[src/box_blur_3x3_top_defines.svh]
// Assertion macros for the box blur block.
// Needs aclk and aresetn in scope where a macro is used.
`ifndef BOX_BLUR_3X3_TOP_DEFINES_SVH
`define BOX_BLUR_3X3_TOP_DEFINES_SVH

// Same-cycle implication, checked out of reset.
`define BB3_ASSERT_NOW(name, ante, cons, msg) \
    name: assert property (@(posedge aclk) disable iff (!aresetn) (ante) |-> (cons)) \
        else $error(msg);

// Next-cycle implication, checked out of reset.
`define BB3_ASSERT_NEXT(name, ante, cons, msg) \
    name: assert property (@(posedge aclk) disable iff (!aresetn) (ante) |=> (cons)) \
        else $error(msg);

`endif

[src/bb3_pkg.sv]
// Shared types and constants for the 3x3 box blur.
// No dependencies.
package bb3_pkg;

    localparam int PIX_W       = 8;
    localparam int ROW_W       = 12;
    localparam int COL_W       = 10;
    localparam int CFG_W       = 13;
    localparam int HEIGHT_W    = 13;
    localparam int WIDTH_W     = 11;
    localparam int SUM_W       = 12;
    localparam int DIV_W       = 4;
    localparam int RECIP_W     = 16;
    localparam int RECIP_SHIFT = 15;
    localparam int NUM_RES     = 4;

    localparam logic CFG_HEIGHT = 1'b0;
    localparam logic CFG_WIDTH  = 1'b1;

    typedef struct packed {
        logic [PIX_W-1:0] red;
        logic [PIX_W-1:0] green;
        logic [PIX_W-1:0] blue;
    } pixel_t;

    localparam int PIXEL_BITS = $bits(pixel_t);

    // [row][col], row 2 and col 2 are the newest
    typedef pixel_t [2:0][2:0] window_t;

    typedef struct packed {
        logic [ROW_W-1:0] row;
        logic [COL_W-1:0] col;
        logic             done;
    } meta_t;

    typedef struct packed {
        logic [2:0] rows;
        logic [2:0] cols;
        meta_t      meta;
    } avg_req_t;

    // ceil(2^15 / n); exact for every rounded sum a 3x3 window can give
    function automatic logic [RECIP_W-1:0] recip(input logic [DIV_W-1:0] n);
        logic [RECIP_W-1:0] m;
        begin
            case (n)
                4'd1:    m = 16'd32768;
                4'd2:    m = 16'd16384;
                4'd3:    m = 16'd10923;
                4'd4:    m = 16'd8192;
                4'd6:    m = 16'd5462;
                4'd9:    m = 16'd3641;
                default: m = 16'd32768;
            endcase
            return m;
        end
    endfunction

endpackage

[src/bb3_avg.sv]
// Masked 3x3 window sum and rounded division by the neighbour count.
// Two registered stages with valid/ready; depends on bb3_pkg.
module bb3_avg (
    input  logic              aclk,
    input  logic              aresetn,
    input  logic              req_valid,
    output logic              req_ready,
    input  bb3_pkg::window_t  win,
    input  bb3_pkg::avg_req_t req,
    output logic              res_valid,
    input  logic              res_ready,
    output bb3_pkg::pixel_t   res_pix,
    output bb3_pkg::meta_t    res_meta
);

    localparam int PROD_W = bb3_pkg::SUM_W + bb3_pkg::RECIP_W;

    logic [bb3_pkg::SUM_W-1:0]   sum_r, sum_g, sum_b;
    logic [1:0]                  nr, nc;
    logic [bb3_pkg::DIV_W-1:0]   n, half;

    logic                        a_valid_reg;
    logic [bb3_pkg::SUM_W-1:0]   a_red_reg, a_green_reg, a_blue_reg;
    logic [bb3_pkg::RECIP_W-1:0] a_recip_reg;
    bb3_pkg::meta_t              a_meta_reg;

    logic                        b_valid_reg;
    bb3_pkg::pixel_t             b_pix_reg;
    bb3_pkg::meta_t              b_meta_reg;

    logic                        b_take, a_ready;
    logic [PROD_W-1:0]           prod_r, prod_g, prod_b;

    always_comb begin
        sum_r = '0;
        sum_g = '0;
        sum_b = '0;
        for (int a = 0; a < 3; a++) begin
            for (int b = 0; b < 3; b++) begin
                if (req.rows[a] && req.cols[b]) begin
                    sum_r = sum_r + bb3_pkg::SUM_W'(win[a][b].red);
                    sum_g = sum_g + bb3_pkg::SUM_W'(win[a][b].green);
                    sum_b = sum_b + bb3_pkg::SUM_W'(win[a][b].blue);
                end
            end
        end
        nr   = 2'($countones(req.rows));
        nc   = 2'($countones(req.cols));
        n    = bb3_pkg::DIV_W'(nr) * bb3_pkg::DIV_W'(nc);
        half = n >> 1;
    end

    assign b_take    = !b_valid_reg || res_ready;
    assign a_ready   = !a_valid_reg || b_take;
    assign req_ready = a_ready;

    // round half up, then divide by multiplying with the reciprocal
    assign prod_r = PROD_W'(a_red_reg) * PROD_W'(a_recip_reg);
    assign prod_g = PROD_W'(a_green_reg) * PROD_W'(a_recip_reg);
    assign prod_b = PROD_W'(a_blue_reg) * PROD_W'(a_recip_reg);

    always_ff @(posedge aclk) begin
        if (!aresetn) begin
            a_valid_reg <= 1'b0;
            b_valid_reg <= 1'b0;
        end else begin
            if (a_ready) begin
                a_valid_reg <= req_valid;
            end
            if (b_take) begin
                b_valid_reg <= a_valid_reg;
            end
        end
    end

    always_ff @(posedge aclk) begin
        if (a_ready && req_valid) begin
            a_red_reg   <= sum_r + bb3_pkg::SUM_W'(half);
            a_green_reg <= sum_g + bb3_pkg::SUM_W'(half);
            a_blue_reg  <= sum_b + bb3_pkg::SUM_W'(half);
            a_recip_reg <= bb3_pkg::recip(n);
            a_meta_reg  <= req.meta;
        end
        if (b_take && a_valid_reg) begin
            b_pix_reg.red   <= prod_r[bb3_pkg::RECIP_SHIFT +: bb3_pkg::PIX_W];
            b_pix_reg.green <= prod_g[bb3_pkg::RECIP_SHIFT +: bb3_pkg::PIX_W];
            b_pix_reg.blue  <= prod_b[bb3_pkg::RECIP_SHIFT +: bb3_pkg::PIX_W];
            b_meta_reg      <= a_meta_reg;
        end
    end

    assign res_valid = b_valid_reg;
    assign res_pix   = b_pix_reg;
    assign res_meta  = b_meta_reg;

endmodule

[config.mk]
export PLATFORM = sky130hd
export DESIGN_NAME = bb3_avg
export DESIGN_NICKNAME = d
export VERILOG_FILES = /design/src/box_blur_3x3_top_defines.svh /design/src/bb3_pkg.sv /design/src/bb3_avg.sv
export SDC_FILE = /design/constraint.sdc
export NUM_CORES = 2
export LEC_CHECK = 0
export ABC_AREA = 0
export ABC_CLOCK_PERIOD_IN_PS = 20900
export BUFFER_PORTS_ARGS = -buffer_cell sky130_fd_sc_hd__buf_4
export CAP_MARGIN = 30
export CORE_UTILIZATION = 40
export DETAILED_ROUTE_END_ITERATION = 6
export PLACE_DENSITY = 0.67
export SLEW_MARGIN = 20
export SYNTH_ARGS = -nofsm -noshare
export SYNTH_HDL_FRONTEND = slang
export SYNTH_SLANG_ARGS = --single-unit
[constraint.sdc]
create_clock -name aclk -period 20.9 [get_ports aclk]
set_input_delay 3.135 -clock aclk [delete_from_list [all_inputs] [get_ports aclk]]
set_output_delay 3.135 -clock aclk [all_outputs]
set_load 0.01 [all_outputs]
# == Word-level counts from Yosys, hierarchy flattened ==
# Index checks and enable logic that the tools add are counted.
# classes
addsub,31
n_mul,4
div_mod_pow,0
magnitude_cmp,0
n_eq_ne,5
shifts,0
muxes,28
bitwise_logic,0
reduce_logical,15
# op_table
operator,count
adder 12 x 8 -> 12 bit,24
2-to-1 mux 12 bit,24
one-hot mux 16 bit (5 select lines),1
multiplier 12 x 16 -> 23 bit,3
adder 12 x 3 -> 12 bit,3
2-to-1 mux 8 bit,3
logical AND 1 bit,11
equality test 4 x 2 -> 1 bit (second input constant),2
equality test 4 x 3 -> 1 bit (second input constant),2
adder 1 x 1 -> 2 bit,2
adder 2 x 1 -> 2 bit,2
equality test 4 bit (second input constant),1
multiplier 2 x 2 -> 4 bit,1
zero test 1 bit,2
logical OR 1 bit,2
# word_totals
register_bits,124
latchBits,0
mem_bits_rw,0
mem_bits_ro,0
inputBits,249
wordCells,98
memories,0

# == Logic depth before layout (Yosys ltp) ==
# depth
word_depth,19
mapped_depth,60

# == Worst setup path after synthesis ==
# Ideal clock, no wire load.
# synth_path
kind,in2reg
startpoint,input port req[26] in the netlist's numbering
endpoint,"register a_red_reg[11] in the netlist's numbering, data pin"
setup_ns,0.258
t_arrival_ns,13.075
t_required_ns,20.642
setup_slack_ns,7.567
stages,58
path_buffers,4
cell_sequence,clkbuf_1 clkbuf_1 clkbuf_1 clkbuf_1 and3_1 ha_1 inv_1 fa_1 nor2b_4 nor3b_1 xnor2_1 nand2_1 inv_1 ha_1 nor2b_1 o31a_1 a211oi_1 a21o_1 [... 22 more ...] or3_1 o21ai_0 ha_1 a211oi_1 o21ai_0 o21ai_0 inv_1 ha_1 a21boi_0 o21ai_0 a21oi_1 nand2_1 a31oi_1 xnor2_1 mux2i_1 xor2_1 o41a_1 xnor2_1
# synth_via
elab_chain_cells,19
word_cells_on_any_way,24
# synth_rtl
element,line,source
start: declaration,bb3_avg.sv:9,"input bb3_pkg::avg_req_t req,"
logical AND 1 bit,bb3_avg.sv:40,if (req.rows[a] && req.cols[b]) begin
2-to-1 mux 8 bit,bb3_avg.sv:40,
adder 12 x 8 -> 12 bit,bb3_avg.sv:41,sum_r = sum_r + bb3_pkg::SUM_W'(win[a][b].red);
2-to-1 mux 12 bit,bb3_avg.sv:40,
adder 12 x 8 -> 12 bit,bb3_avg.sv:41,
2-to-1 mux 12 bit,bb3_avg.sv:40,
adder 12 x 8 -> 12 bit,bb3_avg.sv:41,
2-to-1 mux 12 bit,bb3_avg.sv:40,
[... 3 more ...],-,
2-to-1 mux 12 bit,bb3_avg.sv:40,
adder 12 x 8 -> 12 bit,bb3_avg.sv:41,
2-to-1 mux 12 bit,bb3_avg.sv:40,
adder 12 x 8 -> 12 bit,bb3_avg.sv:41,
2-to-1 mux 12 bit,bb3_avg.sv:40,
adder 12 x 8 -> 12 bit,bb3_avg.sv:41,
2-to-1 mux 12 bit,bb3_avg.sv:40,
adder 12 x 3 -> 12 bit (*),bb3_avg.sv:78,a_red_reg <= sum_r + bb3_pkg::SUM_W'(half);
end signal: assignment,bb3_avg.sv:78,
end: declaration,bb3_avg.sv:23,"logic [bb3_pkg::SUM_W-1:0] a_red_reg, a_green_reg, a_blue_reg;"
# Mark *: on every way between the ends. The rest lies on a longest branch, timed or not.
# A chain may end at the register's enable or synchronous reset.

# == Worst setup path after layout ==
# Ends and elaborated chain as after synthesis.

==> results.sh <==
export IMPL_clkSinkCount=116
export IMPL_syn_nets=4294
export IMPL_synth_edf_count=114
export IMPL_drv_cap=0
export IMPL_timing_reg2reg_setup_slack_ns=14.24
export IMPL_cpMostUsedCell="ha_1"
export IMPL_rows=98
export IMPL_fillers=7041
export IMPL_drt_iter0_drc=1328
export IMPL_syn_area_um2=29060
export IMPL_arrival_ns=13.80
export IMPL_ant_nets=0
export IMPL_die_area_um2=73740
export IMPL_hpwl_mm=68.78
export IMPL_slowest_delay_ns=0.44
export IMPL_clkTransAtPathRegs_ns=0.06
export IMPL_worstSetupPathType="in2reg"
export IMPL_gp_congestion=0.9298
export IMPL_hold_start="a_meta_reg[0]$_DFFE_PP_"
export IMPL_synth_compound_area_share_pct=15.00
export IMPL_dr_pass1_iters=5
export IMPL_start_kind="input pin"
export IMPL_yosysSeqAreaShare_pct=11.92
export IMPL_wire_per_inst_um=17.64
export IMPL_cpMaxStageDelayCell="o41ai_1"
export IMPL_crit_start="req[26]"
export IMPL_grt_pass1_vias=24150
export IMPL_synth_xor_area_share_pct=6.376
export IMPL_drt_total_wl_mm=80.23
export IMPL_fp_dieH_um=271.6
export IMPL_cts_root_buf="clkbuf_16"
export IMPL_ctsHoldBuffers=0
export IMPL_clk_path_buf_depth=2
export IMPL_tightest_slew_ns=0.7786
export IMPL_final_common_cell="inv_1"
export IMPL_r2r_start="a_recip_reg[12]$_DFFE_PP_"
export IMPL_timing_rr_end="res_pix[7]$_DFFE_PP_"
export IMPL_end_kind="register"
export IMPL_finalHoldViolCount=0
export IMPL_core_area_um2=71730
export IMPL_vias=23720
export IMPL_ys_flop_type="edfxtp_1"
export IMPL_synth_simple_area_share_pct=16.04
export IMPL_clk_latency_ns=0.44
export IMPL_power_mw=5.047
export IMPL_final_core_util_pct=45.88
export IMPL_area_growth_pct=13.23
export IMPL_worstPathRequired_ns=21.08
export IMPL_ir_worst_vdd_v=0.0001768
export IMPL_p_leak_nw=15.90
export IMPL_htreeDepth=4
export IMPL_synth_area_per_cell_um2=8.730
export IMPL_setup_tns_final_ns=0
export IMPL_port_buffers=297
export IMPL_die_w_um=271.6
export IMPL_dp_cells=4517
export IMPL_grt_pass1_wl_mm=127.7
export IMPL_synth_fa_ha_area_share_pct=40.97
export IMPL_mostFrequentLayoutCells="inv_1 (539), fa_1 (386), ha_1 (330)"
export IMPL_drc=0
export IMPL_post_route_period_util_pct=65.17
export IMPL_post_cts_resized=0
export IMPL_start_util_pct=40.52
export IMPL_clock_fmax_ghz=0.07342
export IMPL_stdcell_count=4549
export IMPL_viasPerCell=5.213
export IMPL_async_reset_ff_share_pct=0
export IMPL_reg2reg_depth=22
export IMPL_final_net_count=4551
export IMPL_hp_class="reg2reg"
export IMPL_skew_ns=0.01636
export IMPL_grt_max_degree=49
export IMPL_post_cts_buffers=0
export IMPL_rsz0062_at_grt="false"
export IMPL_synth_top_family_by_area="adder cells"
export IMPL_cp_max_fo=39
export IMPL_maxSlewViolCount=0
export IMPL_setup_viol=0
export IMPL_yosys_warnings=0
export IMPL_ys_types=87
export IMPL_synthMuxAreaShare_pct=1.593
export IMPL_status="finished, final reports clean"
export IMPL_syn_inst=3329
export IMPL_grt_util_all_layers_pct=22.00
export IMPL_numCtsBuffers=17
export IMPL_crit_end="a_red_reg[11]$_DFFE_PP_"
export IMPL_ys_seq_elements=116
export IMPL_fin_crit_ns=13.62
export IMPL_drive_gt1_share_pct=11.73
export IMPL_slew_headroom_pct=47.90
export IMPL_antenna_found_initial=15
export IMPL_power_density_nw_per_um2=153.4
export IMPL_largest_reg_flops=24
export IMPL_gr_total_overflow=0
export IMPL_cts_tree="built"
export IMPL_io_pins=298
worst min path at each step:
stage	to	depth (start not counted)
floorplan	res_meta[0]$_DFFE_PP_	0
global placement	res_meta[2]$_DFFE_PP_	0
detailed placement	res_meta[3]$_DFFE_PP_	0
CTS	res_meta[12]$_DFFE_PP_	0
global route	res_meta[19]$_DFFE_PP_	0
finish	res_meta[0]$_DFFE_PP_	0
power breakdown:
group / total, mW / internal [mW] / switching, mW / leakage (nW)
Sequential: 0.531 / 0.476 / 0.0551 / 1.12
Clock: 0.276 / 0.162 / 0.114 / 0.248
Combinational: 4.24 / 1.90 / 2.34 / 14.5
Yosys cell counts (6+ instances only):
cell / number / area share, %
a31oi_1: 18 / 0.39
o22ai_1: 11 / 0.24
nand4_1: 11 / 0.24
a21oi_1: 162 / 2.8
a21o_1: 73 / 1.9
mux2i_1: 17 / 0.59
o21bai_1: 23 / 0.59
xor2_1: 60 / 1.8
o21ai_1: 8 / 0.14
nor3_1: 49 / 0.84
o31ai_1: 11 / 0.28
and3_1: 33 / 0.71
nor2b_1: 46 / 0.99
or2_2: 13 / 0.28
and2_1: 184 / 4.0
a41o_1: 6 / 0.21
mux2_2: 26 / 1.0
a211oi_1: 30 / 0.77
or3_1: 18 / 0.39
a311oi_1: 6 / 0.18
xnor2_1: 136 / 4.1
nand2b_1: 33 / 0.71
o21ai_0: 162 / 2.8
ha_1: 330 / 14
a221oi_1: 7 / 0.21
o21a_1: 38 / 0.98
o31a_1: 13 / 0.39
fa_1: 386 / 27
inv_1: 539 / 7.0
buf_1: 13 / 0.17
edfxtp_1: 114 / 12
nor4_1: 7 / 0.15
a21boi_0: 13 / 0.34
o211ai_1: 17 / 0.44
clkbuf_1: 69 / 0.89
nand3_1: 38 / 0.65
nor2_1: 222 / 2.9
nand2_1: 270 / 3.5
cell families after synthesis:
group,after synthesis
compound gates,672
xor+xnor,202
fa+ha+maj,721
buf+inv,626
flops,116
mux,43
simple gates,949
critical path, delay by kind of cell:
family	cells	cell delay, ns
mux	2	0.22
compound gates	30	5.36
xor+xnor	3	0.44
buf+inv	4	0.53
fa+ha+maj	9	2.80
simple gates	6	1.26
metal layers:
layer	global-route usage (%)	vias to the layer above	part of all wire [%]
li1	-	11620	-
met1	27.16	11290	42
met2	37.88	644	48
met3	4.697	134	6.5
met4	7.466	28	3.2
met5	0	-	0.22
area by class of cell:
type | count | area (um^2) | area share, %
timing repair buffer | 324 | 2432 | 7.391
tap | 950 | 1189 | 3.612
antenna | 1 | 2.502 | 0.007604
multi-input combinational | 2587 | 23250 | 70.66
clock buffer | 18 | 429.2 | 1.304
inverter | 540 | 2027 | 6.159
sequential | 116 | 3463 | 10.52
clock inverter | 13 | 111.4 | 0.3384
through the flow:
step	instance area (um^2)	worst slack (ns)	hold WS (ns)
4_1_cts	32910	7.412	0.4138
3_3_place_gp	32360	7.341	0.4003
3_5_place_dp	32360	6.985	0.4052
5_1_grt	32910	6.366	0.4218
6_report	32910	7.280	0.4151
2_1_floorplan	29060	7.567	0.4003
No activity file was read; power rests on OpenSTA's default activity.
